### src/rtl/core/brrc_pkg.sv
// shared types, codes and helpers for the random replacement cache
// no dependencies
`default_nettype none
package brrc_pkg;

	localparam int ADDR_W = 32;
	localparam int DATA_W = 64;
	// word number of a byte address: address without its three byte bits
	localparam int WORD_W = ADDR_W - 3;

	localparam int DEF_CAPACITY    = 16;
	localparam int DEF_BLOCK_WORDS = 8;
	localparam int DEF_ADDR_BITS   = 32;

	localparam logic [1:0] OP_READ  = 2'd0;
	localparam logic [1:0] OP_WRITE = 2'd1;
	localparam logic [1:0] OP_FILL  = 2'd2;

	localparam logic [1:0] KIND_CPU   = 2'd0;
	localparam logic [1:0] KIND_BLKRD = 2'd1;
	localparam logic [1:0] KIND_WB    = 2'd2;
	localparam logic [1:0] KIND_REJ   = 2'd3;

	typedef struct packed {
		logic rd;
		logic wr;
	} mem_ctl_t;

	function automatic logic [DATA_W-1:0] lane_mask(input logic [7:0] be);
		logic [DATA_W-1:0] m;
		m = '0;
		for (int b = 0; b < 8; b++) begin
			m[8*b +: 8] = {8{be[b]}};
		end
		return m;
	endfunction

endpackage
`default_nettype wire

### src/rtl/core/brrc_tag_unit.sv
// tag memory, entry valid bits and the shared tag comparator
// uses brrc_pkg for the memory control struct
`default_nettype none
module brrc_tag_unit #(
	parameter int CAPACITY = brrc_pkg::DEF_CAPACITY,
	parameter int TAG_W    = 26
) (
	input  wire logic                        clk,
	input  wire logic                        arst_n,
	input  wire brrc_pkg::mem_ctl_t          ctl,
	input  wire logic [$clog2(CAPACITY)-1:0] idx,
	input  wire logic [TAG_W-1:0]            wtag,
	input  wire logic [TAG_W-1:0]            ref_tag,
	output logic [TAG_W-1:0]                 tag_q,
	output logic                             match,
	output logic [CAPACITY-1:0]              valid_vec
);
	import brrc_pkg::*;

	localparam int IW = $clog2(CAPACITY);

	logic [TAG_W-1:0]    tag_mem [CAPACITY];
	logic [CAPACITY-1:0] valid_q;
	logic [IW-1:0]       idx_q;

	always_ff @(posedge clk or negedge arst_n) begin
		if (!arst_n) begin
			valid_q <= '0;
		end else if (ctl.wr) begin
			valid_q[idx] <= 1'b1;
		end
	end

	always_ff @(posedge clk) begin
		if (ctl.wr) begin
			tag_mem[idx] <= wtag;
		end
		if (ctl.rd) begin
			tag_q <= tag_mem[idx];
			idx_q <= idx;
		end
	end

	// an invalid entry never matches, whatever its tag word holds
	assign match     = valid_q[idx_q] && (tag_q == ref_tag);
	assign valid_vec = valid_q;

endmodule
`default_nettype wire

### config.mk
export PLATFORM = sky130hd
export DESIGN_NAME = brrc_tag_unit
export DESIGN_NICKNAME = d
export VERILOG_FILES = /design/src/rtl/core/brrc_pkg.sv /design/src/rtl/core/brrc_tag_unit.sv
export SDC_FILE = /design/constraint.sdc
export NUM_CORES = 1
export LEC_CHECK = 0
export BUFFER_PORTS_ARGS = -buffer_cell sky130_fd_sc_hd__buf_2
export CAP_MARGIN = 5
export CORE_MARGIN = 4
export CORE_UTILIZATION = 41
export DETAILED_ROUTE_END_ITERATION = 10
export PLACE_DENSITY = 0.55
export RECOVER_POWER = 100
export REMOVE_ABC_BUFFERS = 1
export SYNTH_ARGS = -nofsm -noshare
export SYNTH_HDL_FRONTEND = slang
export SYNTH_SLANG_ARGS = --single-unit
### constraint.sdc
create_clock -name clk -period 2.1 [get_ports clk]
set_input_delay 0.42 -clock clk [delete_from_list [all_inputs] [get_ports clk]]
set_output_delay 0.42 -clock clk [all_outputs]
set_load 0.03 [all_outputs]
==> out/qor.txt, run 1 <==
Synth Warn #: 0
GRT overflow: 0
fin util: 49.7%
first-pass GRT wire length: 59.8 mm
row count: 75
Worst Reg2Reg Path Length in Cells: 2
H-tree Lvls: 2
pwr dens: 937 nW/um2
Avg Cell Area, Syn: 24.9 um2
wire length on met1: 17.5 mm
Mapped Area: 17500 um2
die height: 215 um
post-route setup slack: -0.638 ns
Tot Pwr: 19600 uW
Filler cells: 3362
largest net degree at the start of global routing: 31
# IOs: 103
DRC errors left: 0
Clock transition at path regs: 0.06 ns
hpwl dp: 24.8 mm
drt total wl: 40.8 mm
Core Box Area: 42000 um2
worst slew pin tran: 1.79 ns
Post-CTS Setup Inserts: 0
register area share after synthesis: 78.8%
Layout area overhead: 19.3%
max incr delay on CP: 0.50 ns
Crit path required time: 1.68 ns
die area: 46000 um2
crit share post-route: 130%
Switching Fraction: 21.6%
Worst Hold Path EP: tag_mem[10][9]
Worst Hold Class: in2reg
Post-Place Cells: 1385
Internal Pwr Total: 15300 uW
Final setup viols: 375
commonest cells after routing, fill and taps aside: edfxtp_1 (446), mux4_2 (134), clkbuf_1 (77)
Clock Tree Root: clkbuf_16
CP endpoint kind: output pin
status: finished with violations
initial core utilization: 41.6%
most common cell after layout, fill and taps aside: edfxtp_1
crit path DAT: 2.32 ns
Inserted Clock Buffers: 47
CTS tree: done
post-route ant nets: 0
Reg-to-Reg Start: tag_mem[14][5]
layout cells sized above 1: 34.3%
Worst-Skew Late Latency: 0.56 ns
min Tclk post-route: 2.74 ns
vias in the first global route: 8738
r2r setup slk: 0.49 ns
Peak VDD IR: 0.000488 V
hold depth: 1
buffer levels on the longest clock path: 3
crit path buf inv count: 1
startpoint of the worst hold path: wtag[9]
Clock Skew: 0.0123 ns
synth unique cells: 21
top sig layer: met5
fin cells: 1471
DR WL met2: 20.0 mm
Setup WS pre-CTS: -0.604 ns
TNS Setup: -138.19 ns
violated checks: capacitance limit, slew limit, setup timing
Reg power frac: 53.9%
max_cap viols: 1
Synth Register Bits: 462
NumNets Final: 956
Setup crit start kind: flip-flop
GP Congestion: 0.748
crit-path leading delay family: simple AND/OR/NAND/NOR gates
clock sink total: 462
Crit Path Category: reg2out
Cell Chain, Critical Path: xor2_1, nor4_1, nand4_1, nor3_2, buf_4
relative slew slack: -19.6%
EDFF count, synth: 446
critical path fanouts, max: 2
P_leak: 0.00661 uW
P_sw: 4230 uW
GRT Resource Usage Total: 17.9%
r2r endpoint: tag_q[5]
Final Hold Viols: 0
Slowest cell on crit path: nor4_1
Die W: 215 um
Met3 Wirelength: 2.45 mm
DR vias: 8126
DR iter-0 viols: 631
clock network power share: 39.0%
Port Buffers: 102
Synth Instances: 704
Post-synth top flop: edfxtp_1
Vias/cell: 5.52
WL per Instance: 27.7 um
RSZ-0062 raised after global routing: true
initial antenna violation count: 1
async set-reset flop share out of synthesis: 3.46%
fmax: 365 MHz
drt first pass iters: 5
Max Slew Vio Count: 17
combinational power share: 7.1%
-- flip-flops by register name, indices dropped and copies added (netlist names) --
name and flops:
idx_q 4, tag_q 26, tag_mem 416, valid_vec 16
-- power groups by stage --
| stage | sequential [uW] | combinational, uW | clock [uW] |
|---|---|---|---|
| after floorplan | 10900 | 506 | 0 |
| after global placement | 10700 | 1410 | 0 |
| after detailed placement | 10700 | 1430 | 0 |
| after CTS | 10500 | 1450 | 7830 |
| after global routing | 10600 | 1480 | 8250 |
| final | 10500 | 1380 | 7640 |
-- layout make-up --
class / count / area (um2) / area share (%)
sequential: 462 / 13800 / 66.1
multi-input combinational: 212 / 3700 / 17.7
timing repair buffer: 173 / 1310 / 6.27
clock buffer: 59 / 1260 / 6.05
tap: 539 / 674 / 3.23
clock inverter: 25 / 135 / 0.647
antenna: 1 / 2.50 / 0.0120
-- per-layer routing --
metal / up-vias / global-route usage, %
met3: 52 / 3.49
met5: - / 0
met1: 4378 / 25.0
li1: 3419 / -
met4: 2 / 5.06
met2: 275 / 29.0
-- synth_stat cells, drive strengths merged (2+ instances only) --
| cell type | count | share of area, % |
|---|---|---|
| dfrtp | 16 | 2.3 |
| nor2 | 13 | 0.28 |
| nor3 | 5 | 0.14 |
| edfxtp | 446 | 77 |
| nand3 | 2 | 0.057 |
| nor4 | 6 | 0.21 |
| mux4 | 134 | 17 |
| clkbuf | 10 | 0.21 |
| nand3b | 2 | 0.086 |
| buf | 20 | 0.69 |
| or2 | 16 | 0.57 |
| mux2i | 2 | 0.11 |
| xor2 | 26 | 1.3 |
| nand2b | 2 | 0.072 |
-- metrics by stage --
step,area (um2),hold WS (ns)
final,20900,0.327
after global routing,20900,0.355
after CTS,21000,0.192
after detailed placement,19500,0.353
after global placement,19500,0.338
after floorplan,17300,0.124
-- what timing repair did --
action | 4_1_cts | 5_1_grt
endpoints found under the setup margin | 1 | 1
hold buffers | 1 | 0
gates resized for setup | 5 | 2
pin swaps | 1 | 0
endpoints found under the hold margin | 16 | 0
-- worst max-delay path by stage --
stage | from | endpoint | cells after the start
2_1_floorplan | idx[2] | tag_mem[0][0] | 2
3_3_place_gp | ref_tag[25] | match | 7
3_5_place_dp | ref_tag[25] | match | 7
4_1_cts | tag_q[14] | match | 6
5_1_grt | tag_q[10] | match | 6
6_report | tag_q[3] | match | 5
-- cells by family after synthesis --
kind of cell | count (synthesis) | synth area share (%)
buffers and inverters | 30 | 0.901
multiplexers | 137 | 17.4
AND/OR/NAND/NOR | 49 | 1.53
flip-flops | 462 | 78.8
XOR/XNOR | 26 | 1.30
(Power assumes the default switching activity.)
==> run 2, diff against run 1 <==
PLACE_DENSITY = 0.58   (was 0.55)
clock period = 2.23 ns   (was 2.1 ns; I/O delays follow)
==> out/qor.txt, run 2 (synthesized netlist as in run 1, its figures left out) <==
NumNets Final: 968 (+1.3%)
clock sink total: 462 (unchanged)
Port Buffers: 102 (unchanged)
post-route ant nets: 0 (unchanged)
most flop-heavy register: tag_mem
layout cells sized above 1: 34.7% (+0.48 points)
worst slew pin tran: 1.63 ns (-0.167 ns)
Final Hold Viols: 0 (unchanged)
# IOs: 103 (unchanged)
Clock Skew: 0.0102 ns (-0.00205 ns)
DR vias: 8185 (+0.73%)
post-route setup slack: -0.538 ns (+0.0999 ns)
Cell Chain, Critical Path: xor2_2, nor4_4, buf_4, nand4_1, nor3_2, buf_4
Peak VDD IR: 0.000705 V (+45%)
fmax: 361 MHz
Layout area overhead: 19.9%
status: finished with violations
Core Box Area: 42000 um2 (unchanged)
Worst-Skew Late Latency: 0.56 ns (about the same)
fin util: 49.9% (+0.26 points)
GRT Resource Usage Total: 17.6% (-0.26 points)
Worst Hold Class: in2reg
Crit. Startpoint: tag_q[25]
max incr delay on CP: 0.42 ns (-0.08 ns)
buffer levels on the longest clock path: 3 (unchanged)
largest net degree at the start of global routing: 31 (unchanged)
first-pass GRT wire length: 59.5 mm (-0.58%)
cell area after placement: 19600 um2 (+0.37%)
Clock transition at path regs: 0.06 ns (about the same)
CP endpoint kind: output pin
r2r setup slk: 0.60 ns (+0.11 ns)
fin area: 21000 um2 (+0.52%)
drt total wl: 40.3 mm (-1.2%)
crit path DAT: 2.32 ns (about the same)
H-tree Lvls: 2 (unchanged)
hpwl dp: 24.5 mm (-1.4%)
DR iter-0 viols: 793 (+26%)
RSZ-0062 raised after global routing: true
startpoint of the worst hold path: wtag[12]
Post-Place Cells: 1393 (+0.58%)
Largest register FFs: 416 (unchanged)
row count: 75 (unchanged)
Clock Tree Root: clkbuf_16
die area: 46000 um2 (unchanged)
most common cell after layout, fill and taps aside: edfxtp_1
cell mode on critical path: buf_4
max_cap viols: 1 (unchanged)
Antenna Cells: 0 (-1)
DRC errors left: 0 (unchanged)
Max Slew Vio Count: 17 (unchanged)
critical path fanouts, max: 2 (unchanged)
CTS tree: done
P_leak: 0.00668 uW (+1.0%)
WL per Instance: 27.2 um (-2.0%)
min Tclk post-route: 2.77 ns
vias in the first global route: 8734 (-0.046%)
Crit Path Category: reg2out
Setup crit start kind: flip-flop
GRT overflow: 0 (unchanged)
initial antenna violation count: 3 (+2)
Vias/cell: 5.52 (about the same)
Inserted Clock Buffers: 49 (+4.3%)
pwr dens: 890 nW/um2 (-5.1%)
Slowest cell on crit path: edfxtp_1
Crit path required time: 1.78 ns (+0.10 ns)
Final setup viols: 344 (-8.3%)
crit share post-route: 124%
die height: 215 um (unchanged)
GP Congestion: 0.714 (-4.5%)
violated checks: capacitance limit, slew limit, setup timing
drt first pass iters: 5 (unchanged)
Die W: 215 um (unchanged)
fin cells: 1483 (+0.82%)
initial core utilization: 41.6% (unchanged)
relative slew slack: -8.45% (+11 points)
commonest cells after routing, fill and taps aside: edfxtp_1 (446), mux4_2 (134), clkbuf_1 (86)
Reg-to-Reg Start: tag_mem[15][25]
run 2: final cells by class:
| type | instances | area, um2 |
|---|---|---|
| multi-input cells | 212 | 3710 |
| clock inverters | 23 | 154 |
| flip-flops and latches | 462 | 13800 |
| well taps | 539 | 674 |
| repair buffers | 183 | 1370 |
| fillers | 3369 | 21100 |
| clock buffers | 64 | 1280 |
run 2: metal layers:
layer  vias to the layer above  part of all wire, %  GRT usage, %  wire [um]
li1                       3431                    -             -          -
met1                      4436                   44          25.6      17600
met2                       262                   49          28.0      19700
met3                        50                  6.1          3.98       2470
met4                         6                  1.4          3.26        566
met5                         -                 0.11             0         46
run 2: final timing paths:
kind / endpoint / depth (start not counted)
min reg2reg: valid_vec[5] / 1
min in group asynchronous: valid_vec[6] / 2
min: tag_mem[8][12] / 1
max in group asynchronous: valid_vec[12] / 2
max: match / 6
max reg2reg: tag_q[25] / 2
run 2: critical path, delay by kind of cell, from the launching register on:
family / cells / cell delay [ns]
AND/OR/NAND/NOR: 3 / 0.77
flip-flops: 1 / 0.42
buffers and inverters: 2 / 0.37
XOR/XNOR: 1 / 0.20
run 2: what timing repair did:
action / in CTS / in global routing
endpoints found under the hold margin: 16 / 0
setup buffers: 1 / 1
resized for setup: 7 / 2
hold buffers: 1 / 0
pin swaps: 4 / 2
setup endpoints to repair: 1 / 1
run 2: stage by stage:
stage	setup slack, ns	hold WS [ns]	setup TNS, ns	total power, uW
final	-0.538	0.392	-102.57	18700
after global routing	-0.647	0.399	-135.25	19400
after CTS	-0.662	0.230	-0.662	18900
after floorplan	-0.931	0.150	-95.13	10700
after global placement	-0.524	0.381	-1.34	11500
after detailed placement	-0.494	0.385	-1.32	11500
run 2: power by group:
part           internal [uW]  switching (uW)
Combinational            552             787
Clock                   4250            3160
Sequential              9800             123
