===== config.mk =====
export PLATFORM = sky130hd
export DESIGN_NAME = brrc_addr_div
export DESIGN_NICKNAME = d
export VERILOG_FILES = /design/src/rtl/core/brrc_pkg.sv /design/src/rtl/core/brrc_addr_div.sv
export SDC_FILE = /design/constraint.sdc
export NUM_CORES = 1
export LEC_CHECK = 0
export BUFFER_PORTS_ARGS = -buffer_cell sky130_fd_sc_hd__buf_2
export CORE_MARGIN = 2
export CORE_UTILIZATION = 39
export DETAILED_ROUTE_END_ITERATION = 8
export PLACE_DENSITY = 0.81
export SKIP_LAST_GASP = 1
export SYNTH_ARGS = -nofsm -noshare
export SYNTH_HDL_FRONTEND = slang
export SYNTH_SLANG_ARGS = --single-unit

===== constraint.sdc =====
create_clock -name clk -period 0.8 [get_ports clk]
set_input_delay 0.12 -clock clk [delete_from_list [all_inputs] [get_ports clk]]
set_output_delay 0.12 -clock clk [all_outputs]
set_load 0.1 [all_outputs]

===== src/rtl/core/brrc_pkg.sv =====
// shared types, codes and helpers for the random replacement cache
// no dependencies
`default_nettype none
package brrc_pkg;

	localparam int ADDR_W = 32;
	localparam int DATA_W = 64;
	// word number of a byte address: address without its three byte bits
	localparam int WORD_W = ADDR_W - 3;

	localparam int DEF_CAPACITY    = 16;
	localparam int DEF_BLOCK_WORDS = 8;
	localparam int DEF_ADDR_BITS   = 32;

	localparam logic [1:0] OP_READ  = 2'd0;
	localparam logic [1:0] OP_WRITE = 2'd1;
	localparam logic [1:0] OP_FILL  = 2'd2;

	localparam logic [1:0] KIND_CPU   = 2'd0;
	localparam logic [1:0] KIND_BLKRD = 2'd1;
	localparam logic [1:0] KIND_WB    = 2'd2;
	localparam logic [1:0] KIND_REJ   = 2'd3;

	typedef struct packed {
		logic rd;
		logic wr;
	} mem_ctl_t;

	function automatic logic [DATA_W-1:0] lane_mask(input logic [7:0] be);
		logic [DATA_W-1:0] m;
		m = '0;
		for (int b = 0; b < 8; b++) begin
			m[8*b +: 8] = {8{be[b]}};
		end
		return m;
	endfunction

endpackage
`default_nettype wire


===== src/rtl/core/brrc_addr_div.sv =====
// splits a word number into block number and word offset
// uses brrc_pkg; registered shift for power-of-two blocks, else reciprocal multiply, estimate and correction stages
`default_nettype none
module brrc_addr_div #(
	parameter int BLOCK_WORDS = brrc_pkg::DEF_BLOCK_WORDS,
	parameter int TAG_W       = 26
) (
	input  wire logic                        clk,
	input  wire logic                        arst_n,
	input  wire logic                        start,
	input  wire logic [brrc_pkg::WORD_W-1:0] dividend,
	output logic                             done,
	output logic [TAG_W-1:0]                 quot,
	output logic [$clog2(BLOCK_WORDS)-1:0]   rem
);
	import brrc_pkg::*;

	localparam int WB    = $clog2(BLOCK_WORDS);
	localparam bit POW2  = (BLOCK_WORDS & (BLOCK_WORDS - 1)) == 0;

	generate
		if (POW2) begin : g_shift
			logic             done_q;
			logic [TAG_W-1:0] quot_q;
			logic [WB-1:0]    rem_q;

			always_ff @(posedge clk or negedge arst_n) begin
				if (!arst_n) begin
					done_q <= 1'b0;
				end else begin
					done_q <= start;
				end
			end

			always_ff @(posedge clk) begin
				if (start) begin
					quot_q <= TAG_W'(dividend >> WB);
					rem_q  <= dividend[WB-1:0];
				end
			end

			assign done = done_q;
			assign quot = quot_q;
			assign rem  = rem_q;
		end else begin : g_recip
			// reciprocal estimate is low by at most one, one compare and subtract fixes it
			localparam logic [31:0] RECIP = 32'((64'd1 << 32) / 64'(BLOCK_WORDS));
			localparam int PW = WORD_W + 32;

			logic              v_s1;
			logic              v_s2;
			logic              done_q;
			logic [WORD_W-1:0] n_s1;
			logic [PW-1:0]     prod_s1;
			logic [WORD_W-1:0] q_s2;
			logic [6:0]        r_s2;
			logic [TAG_W-1:0]  quot_q;
			logic [WB-1:0]     rem_q;
			logic [WORD_W-1:0] q_est;
			logic [WORD_W-1:0] r_est;
			logic              ge;

			always_comb begin
				q_est = prod_s1[PW-1:32];
				r_est = n_s1 - WORD_W'(q_est * WORD_W'(BLOCK_WORDS));
				ge    = r_s2 >= 7'(BLOCK_WORDS);
			end

			always_ff @(posedge clk or negedge arst_n) begin
				if (!arst_n) begin
					v_s1   <= 1'b0;
					v_s2   <= 1'b0;
					done_q <= 1'b0;
				end else begin
					v_s1   <= start;
					v_s2   <= v_s1;
					done_q <= v_s2;
				end
			end

			always_ff @(posedge clk) begin
				if (start) begin
					n_s1    <= dividend;
					prod_s1 <= PW'(dividend) * PW'(RECIP);
				end
				if (v_s1) begin
					q_s2 <= q_est;
					r_s2 <= 7'(r_est);
				end
				if (v_s2) begin
					quot_q <= ge ? TAG_W'(q_s2 + 1'b1) : TAG_W'(q_s2);
					rem_q  <= ge ? WB'(r_s2 - 7'(BLOCK_WORDS)) : WB'(r_s2);
				end
			end

			assign done = done_q;
			assign quot = quot_q;
			assign rem  = rem_q;
		end
	endgenerate

endmodule
`default_nettype wire


==> out/summary.txt, run 1 <==
Status -> did not finish
Failing step -> clock tree synthesis
Log Error -> [ERROR DPL-0033] detailed placement checks failed during check placement.
PortBufs -> 61
Cell Area, Synth -> 896 um^2
Register area share after synthesis -> 1.00
Most frequent cell after synthesis -> edfxtp_1
Area leader, netlist -> edfxtp_1
Setup repair bufs after CTS -> 0
Post-DP HPWL -> 1750 um
H-Tree Depth -> 2
CTS Hold Buffers Added -> 30
FP Rows -> 17
Asr flop ratio synth -> 0.0333
Largest buffer count on any clock path -> 2
CTS Buf Count -> 5
I/O pins -> 62
Post-synth EDFFs -> 29
Area contributors post-synth -> edfxtp_1, dfrtp_1
Syn. warnings -> 0
CTS root buf -> clkbuf_4
Die height -> 51.9 um
Dominant synthesized flop cell -> edfxtp_1
Share of the synthesized area in the top cell type -> 0.972
#FFs+latches synth -> 30
Post-synthesis cell type count -> 2
Synthesized area per cell -> 29.9 um^2
Overall die width -> 51.9 um
Syn nets -> 62
Post_cts resized -> 0
CTS Sinks -> 30
Starting Density -> 0.409
Most frequent cells after synthesis -> edfxtp_1, dfrtp_1
Placed cells -> 122
GPL Wtd Cong -> 0.631
Post-Synthesis Cells -> 30
## kinds of logic after synthesis
family,Yosys count,synth area share
flops,30,1.00
## through the flow
stage                      util  area, um^2  hold slack [ps]  worst slack, ps
after floorplan               -         897             -176             -224
after global placement    0.792        1740             -105             74.4
after detailed placement  0.792        1740             -105             67.3
==> run 2, diff against run 1 <==
--- a/config.mk
+++ b/config.mk
@@ -6,10 +6,10 @@
 export NUM_CORES = 1
 export LEC_CHECK = 0
 export BUFFER_PORTS_ARGS = -buffer_cell sky130_fd_sc_hd__buf_2
-export CORE_MARGIN = 2
-export CORE_UTILIZATION = 39
+export CORE_AREA = 2 2 63 65
 export DETAILED_ROUTE_END_ITERATION = 8
-export PLACE_DENSITY = 0.81
+export DIE_AREA = 0 0 65 67
+export PLACE_DENSITY_LB_ADDON = 0.15
 export SKIP_LAST_GASP = 1
 export SYNTH_ARGS = -nofsm -noshare
 export SYNTH_HDL_FRONTEND = slang
==> run 2 against run 1 <==
Effect of this change: the flow now finishes, with violations (negative setup slack); area after synthesis did not move; synthesized cell count did not move.
==> out/summary.txt, run 2 <==
Slowest cell on the critical path -> edfxtp_1
DRC -> 0
Worst-path cell chain -> buf_12
DIE AREA -> 4360 um^2
Share of the synthesized area in the top cell type -> 0.972
Syn nets -> 62
TritonRoute pass-1 iters -> 3
Setup repair bufs after CTS -> 0
Commonest non-fill, non-tap cell in the layout -> buf_12
H-Tree Depth -> 2
Slew headroom -> 0.919
CP Launch Type -> flop
Failing checks -> negative setup slack
Most frequent cell after synthesis -> edfxtp_1
Post-route setup slack -> -200 ps
Worst path buffer plus inverter count -> 1
Cell Pwr Density -> 2450 nW/um^2
Final Core Density -> 0.514
Drt wl/cell -> 12.5 um
Area grow syn2layout -> 107%
DRT iter0 DRCs -> 6
#FFs+latches synth -> 30
I/O pins -> 62
Initial antenna violation count -> 0
Worst Path Required -> 680 ps
Asr flop ratio synth -> 0.0333
Diode count -> 0
Final Critical Period -> 1000 ps
Largest buffer count on any clock path -> 2
Clk slew on worst S/H paths -> 60 ps
Largest delay share family, worst path -> flip-flops
Max VDD drop -> 1.30 mV
Crit share post-route -> 1.25
Setup-failing EPs final -> 30
Worst Path Arrival -> 880 ps
Syn. warnings -> 0
Stages on worst setup path -> 1
Max reg flops -> 26
Min-Delay Path Depth -> 1
Post_cts resized -> 0
Post-synth EDFFs -> 29
GRT Total Usage -> 0.101
Max Cap Violations -> 0
PortBufs -> 61
Multi-input gate area -> 0 um^2
Critical path class -> reg2out
CTS Buf Count -> 5
Via count -> 559
Overall die width -> 65 um
Register area share after synthesis -> 1.00
Multi-In Gates -> 0
Max Fclk -> 1000 MHz
CTS Sinks -> 30
Slew Limit Fails -> 0
CTS root buf -> clkbuf_8
ANT nets after route -> 0
Final instance area -> 1850 um^2
Post-synthesis cell type count -> 2
Most frequent cells after synthesis -> edfxtp_1, dfrtp_1
Setup crit end kind -> output pin
Status -> complete, but fails checks
Unrepaired setup endpoints after global routing -> yes
Post-Synthesis Cells -> 30
Worst slew pin tran -> 121 ps
Area contributors post-synth -> edfxtp_1, dfrtp_1
Setup TNS -> -5700 ps
Pleak -> 0.769 nW
Synthesized area per cell -> 29.9 um^2
Grt total ovfl -> 0
Layout net count -> 134
Cell Area, Synth -> 896 um^2
Starting Density -> 0.248
Layout cells sized above 1 -> 0.689
Commonest cells after routing, fill and taps aside -> buf_12, buf_2, edfxtp_1
FP Rows -> 22
CTS tree -> yes
Placed cell area -> 1760 um^2
First-pass GRT wire length -> 3020 um
Largest net degree at the start of global routing -> 17
Area leader, netlist -> edfxtp_1
Slowest Stage Delay on Critical Path -> 420 ps
Final Hold Violating Endpoints -> 0
Max FO, Critical Path -> 1
Die height -> 67 um
Vias per inst -> 3.70
Layout fillers -> 308
DRT Wirelength -> 1890 um
Worst hold path type -> in2reg
Dominant synthesized flop cell -> edfxtp_1
Sequential cell area -> 897 um^2
Core Region -> 3610 um^2
Vias in the first global route -> 619
GPL Wtd Cong -> 0.647
run 2: worst paths after layout:
| path | start | to |
|---|---|---|
| max | quot[15] | quot[15] |
| min in group asynchronous | arst_n | done |
| min | dividend[14] | quot[11] |
| max in group asynchronous | arst_n | done |
run 2: report_power, final:
group | total [mW] | internal [mW] | switching, mW
clock network | 1.08 | 0.595 | 0.489
registers | 1.96 | 1.87 | 0.0945
logic | 1.49 | 0.517 | 0.970
run 2: repair_timing:
item,in CTS,in global routing
hold buffers,1,0
setup endpoints to repair,30,30
hold endpoints to repair,1,0
gates cloned,0,0
run 2: area by class of cell:
cell class / instances / share of cell area
Tap cell: 48 / 0.0324
Clock inverter: 2 / 0.00473
Timing Repair Buffer: 65 / 0.439
Sequential cell: 30 / 0.484
Clock buffer: 6 / 0.0392
run 2: kinds of logic (layout without fill, tap and decap cells):
group | Yosys count | count (layout) | synth area share
buf+inv | 0 | 73 | 0
flops | 30 | 30 | 1.00
run 2: per-layer routing:
metal | vias up | track usage | share of wire
li1 | 263 | - | -
met1 | 251 | 0.104 | 0.38
met2 | 40 | 0.164 | 0.50
met3 | 5 | 0.0574 | 0.11
met4 | 0 | 0.0559 | 0.022
met5 | - | 0 | 0
run 2: metrics by stage:
step | setup WS (ps) | hold WS, ps | std cells | power, mW
after floorplan | -224 | -176 | 30 | 2.81
after global placement | 74.8 | -103 | 142 | 3.48
after detailed placement | 64.6 | -103 | 142 | 3.49
after CTS | -215 | 11.8 | 151 | 4.61
after global routing | -246 | 1.20 | 151 | 4.72
final | -200 | 21.9 | 151 | 4.53
(Power assumes the default switching activity.)
==> run 3, diff against run 2 <==
--- a/config.mk
+++ b/config.mk
@@ -6,9 +6,9 @@
 export NUM_CORES = 1
 export LEC_CHECK = 0
 export BUFFER_PORTS_ARGS = -buffer_cell sky130_fd_sc_hd__buf_2
-export CORE_AREA = 2 2 63 65
+export CORE_AREA = 5 5 66 68
 export DETAILED_ROUTE_END_ITERATION = 8
-export DIE_AREA = 0 0 65 67
+export DIE_AREA = 0 0 71 73
 export PLACE_DENSITY_LB_ADDON = 0.15
 export SKIP_LAST_GASP = 1
 export SYNTH_ARGS = -nofsm -noshare
==> run 3 against run 2 <==
Effect of this change: the run still ends with negative setup slack left; sequential share of layout area up 0.16 points; first-iteration DRC count down 67%; final area down 0.34%; maximum frequency down 0.72%; cell count up 0.66%; wire length up 2.6%; critical endpoint is now rem[0]; critical path depth unchanged; via count down 0.89%.
==> out/summary.txt, run 3 (synthesis gave the netlist of run 2 again) <==
Area grow syn2layout -> 106%
Slew Limit Fails -> 0
Placed cell area -> 1760 um^2
Layout fillers -> 337
Worst hold path type -> in2reg
Layout cells sized above 1 -> 0.676
Commonest cells after routing, fill and taps aside -> buf_12, buf_2, edfxtp_1
Crit share post-route -> 1.26
Grt total ovfl -> 0
Multi-input gate area -> 0 um^2
TritonRoute pass-1 iters -> 3
Vias in the first global route -> 650
Vias per inst -> 3.64
Worst Path Required -> 680 ps
Failing checks -> negative setup slack
PortBufs -> 61
Status -> complete, but fails checks
Post_cts resized -> 0
H-Tree Depth -> 2
Max Cap Violations -> 0
Worst path buffer plus inverter count -> 1
Max reg flops -> 26
Largest net degree at the start of global routing -> 18
Max FO, Critical Path -> 1
Slowest Stage Delay on Critical Path -> 420 ps
First-pass GRT wire length -> 3050 um
Setup-failing EPs final -> 30
DIE AREA -> 5180 um^2
Max Fclk -> 993 MHz
Worst Path Arrival -> 890 ps
Placed cells -> 143
Final instance area -> 1850 um^2
Layout net count -> 133
CTS Buf Count -> 5
Post-route setup slack -> -207 ps
Via count -> 554
CP Launch Type -> flop
Starting Density -> 0.236
DRC -> 0
GPL Wtd Cong -> 0.605
Diode count -> 0
Final Core Density -> 0.486
Clk slew on worst S/H paths -> 60 ps
DRT Wirelength -> 1940 um
Multi-In Gates -> 0
Fin cells -> 152
I/O pins -> 62
Setup repair bufs after CTS -> 0
Final Critical Period -> 1010 ps
GRT Total Usage -> 0.0820
Pleak -> 0.762 nW
Commonest non-fill, non-tap cell in the layout -> buf_12
Post-DP HPWL -> 1620 um
Slowest cell on the critical path -> edfxtp_1
Core Region -> 3800 um^2
Design Power -> 4.53 mW
Die height -> 73 um
Drt wl/cell -> 12.8 um
CP startpoint -> rem[0]
Slew headroom -> 0.914
DRT iter0 DRCs -> 2
Largest buffer count on any clock path -> 2
Final Hold Violating Endpoints -> 0
Hold Path Origin -> dividend[0]
Worst-path cell chain -> buf_12
Initial antenna violation count -> 0
CTS tree -> yes
ANT nets after route -> 0
Setup crit end kind -> output pin
CTS Sinks -> 30
Overall die width -> 71 um
Unrepaired setup endpoints after global routing -> yes
Worst slew pin tran -> 130 ps
FP Rows -> 23
Max VDD drop -> 1.09 mV
CTS root buf -> clkbuf_8
Largest delay share family, worst path -> flip-flops
Cell Pwr Density -> 2450 nW/um^2
Critical path class -> reg2out
## run 3: what timing repair did
item                       4_1_cts  5_1_grt
hold buffers                     1        0
setup endpoints to repair       30       30
hold endpoints to repair         1        0
## run 3: stage by stage
stage	hold slack (ps)	TNS (ps)	worst slack [ps]
after floorplan	-176	-6500	-224
after global placement	-105	0	81.5
after detailed placement	-103	0	72.7
after CTS	9.71	-6250	-228
after global routing	0.636	-6820	-252
final	21.5	-5770	-207
## run 3: path summary, 6_finish.rpt
kind / to / cells past startpoint / slack, ps
setup / recovery: rem[0] / 1 / -210
hold / removal: rem[0] / 1 / 20
max in group asynchronous: done / 2 / 560
min in group asynchronous: done / 2 / 150
## run 3: per-layer routing
metal	vias to the layer above	part of all wire	GRT usage
li1	261	-	-
met1	250	0.30	0.0745
met2	38	0.51	0.130
met3	5	0.16	0.0702
met4	0	0.021	0.0376
met5	-	0	0
## run 3: cell type report
cell class            instances  area, um^2  share of cell area
Timing Repair Buffer         64         806               0.437
Clock inverter                3        11.3             0.00610
Tap cell                     50        62.6              0.0339
Clock buffer                  5        68.8              0.0373
Sequential cell              30         897               0.486
## run 3: report_power, final
part	internal [mW]	leakage, nW	switching [mW]	total [mW]
logic	0.513	0.427	0.968	1.48
clock network	0.578	0.0407	0.502	1.08
registers	1.87	0.294	0.0965	1.96
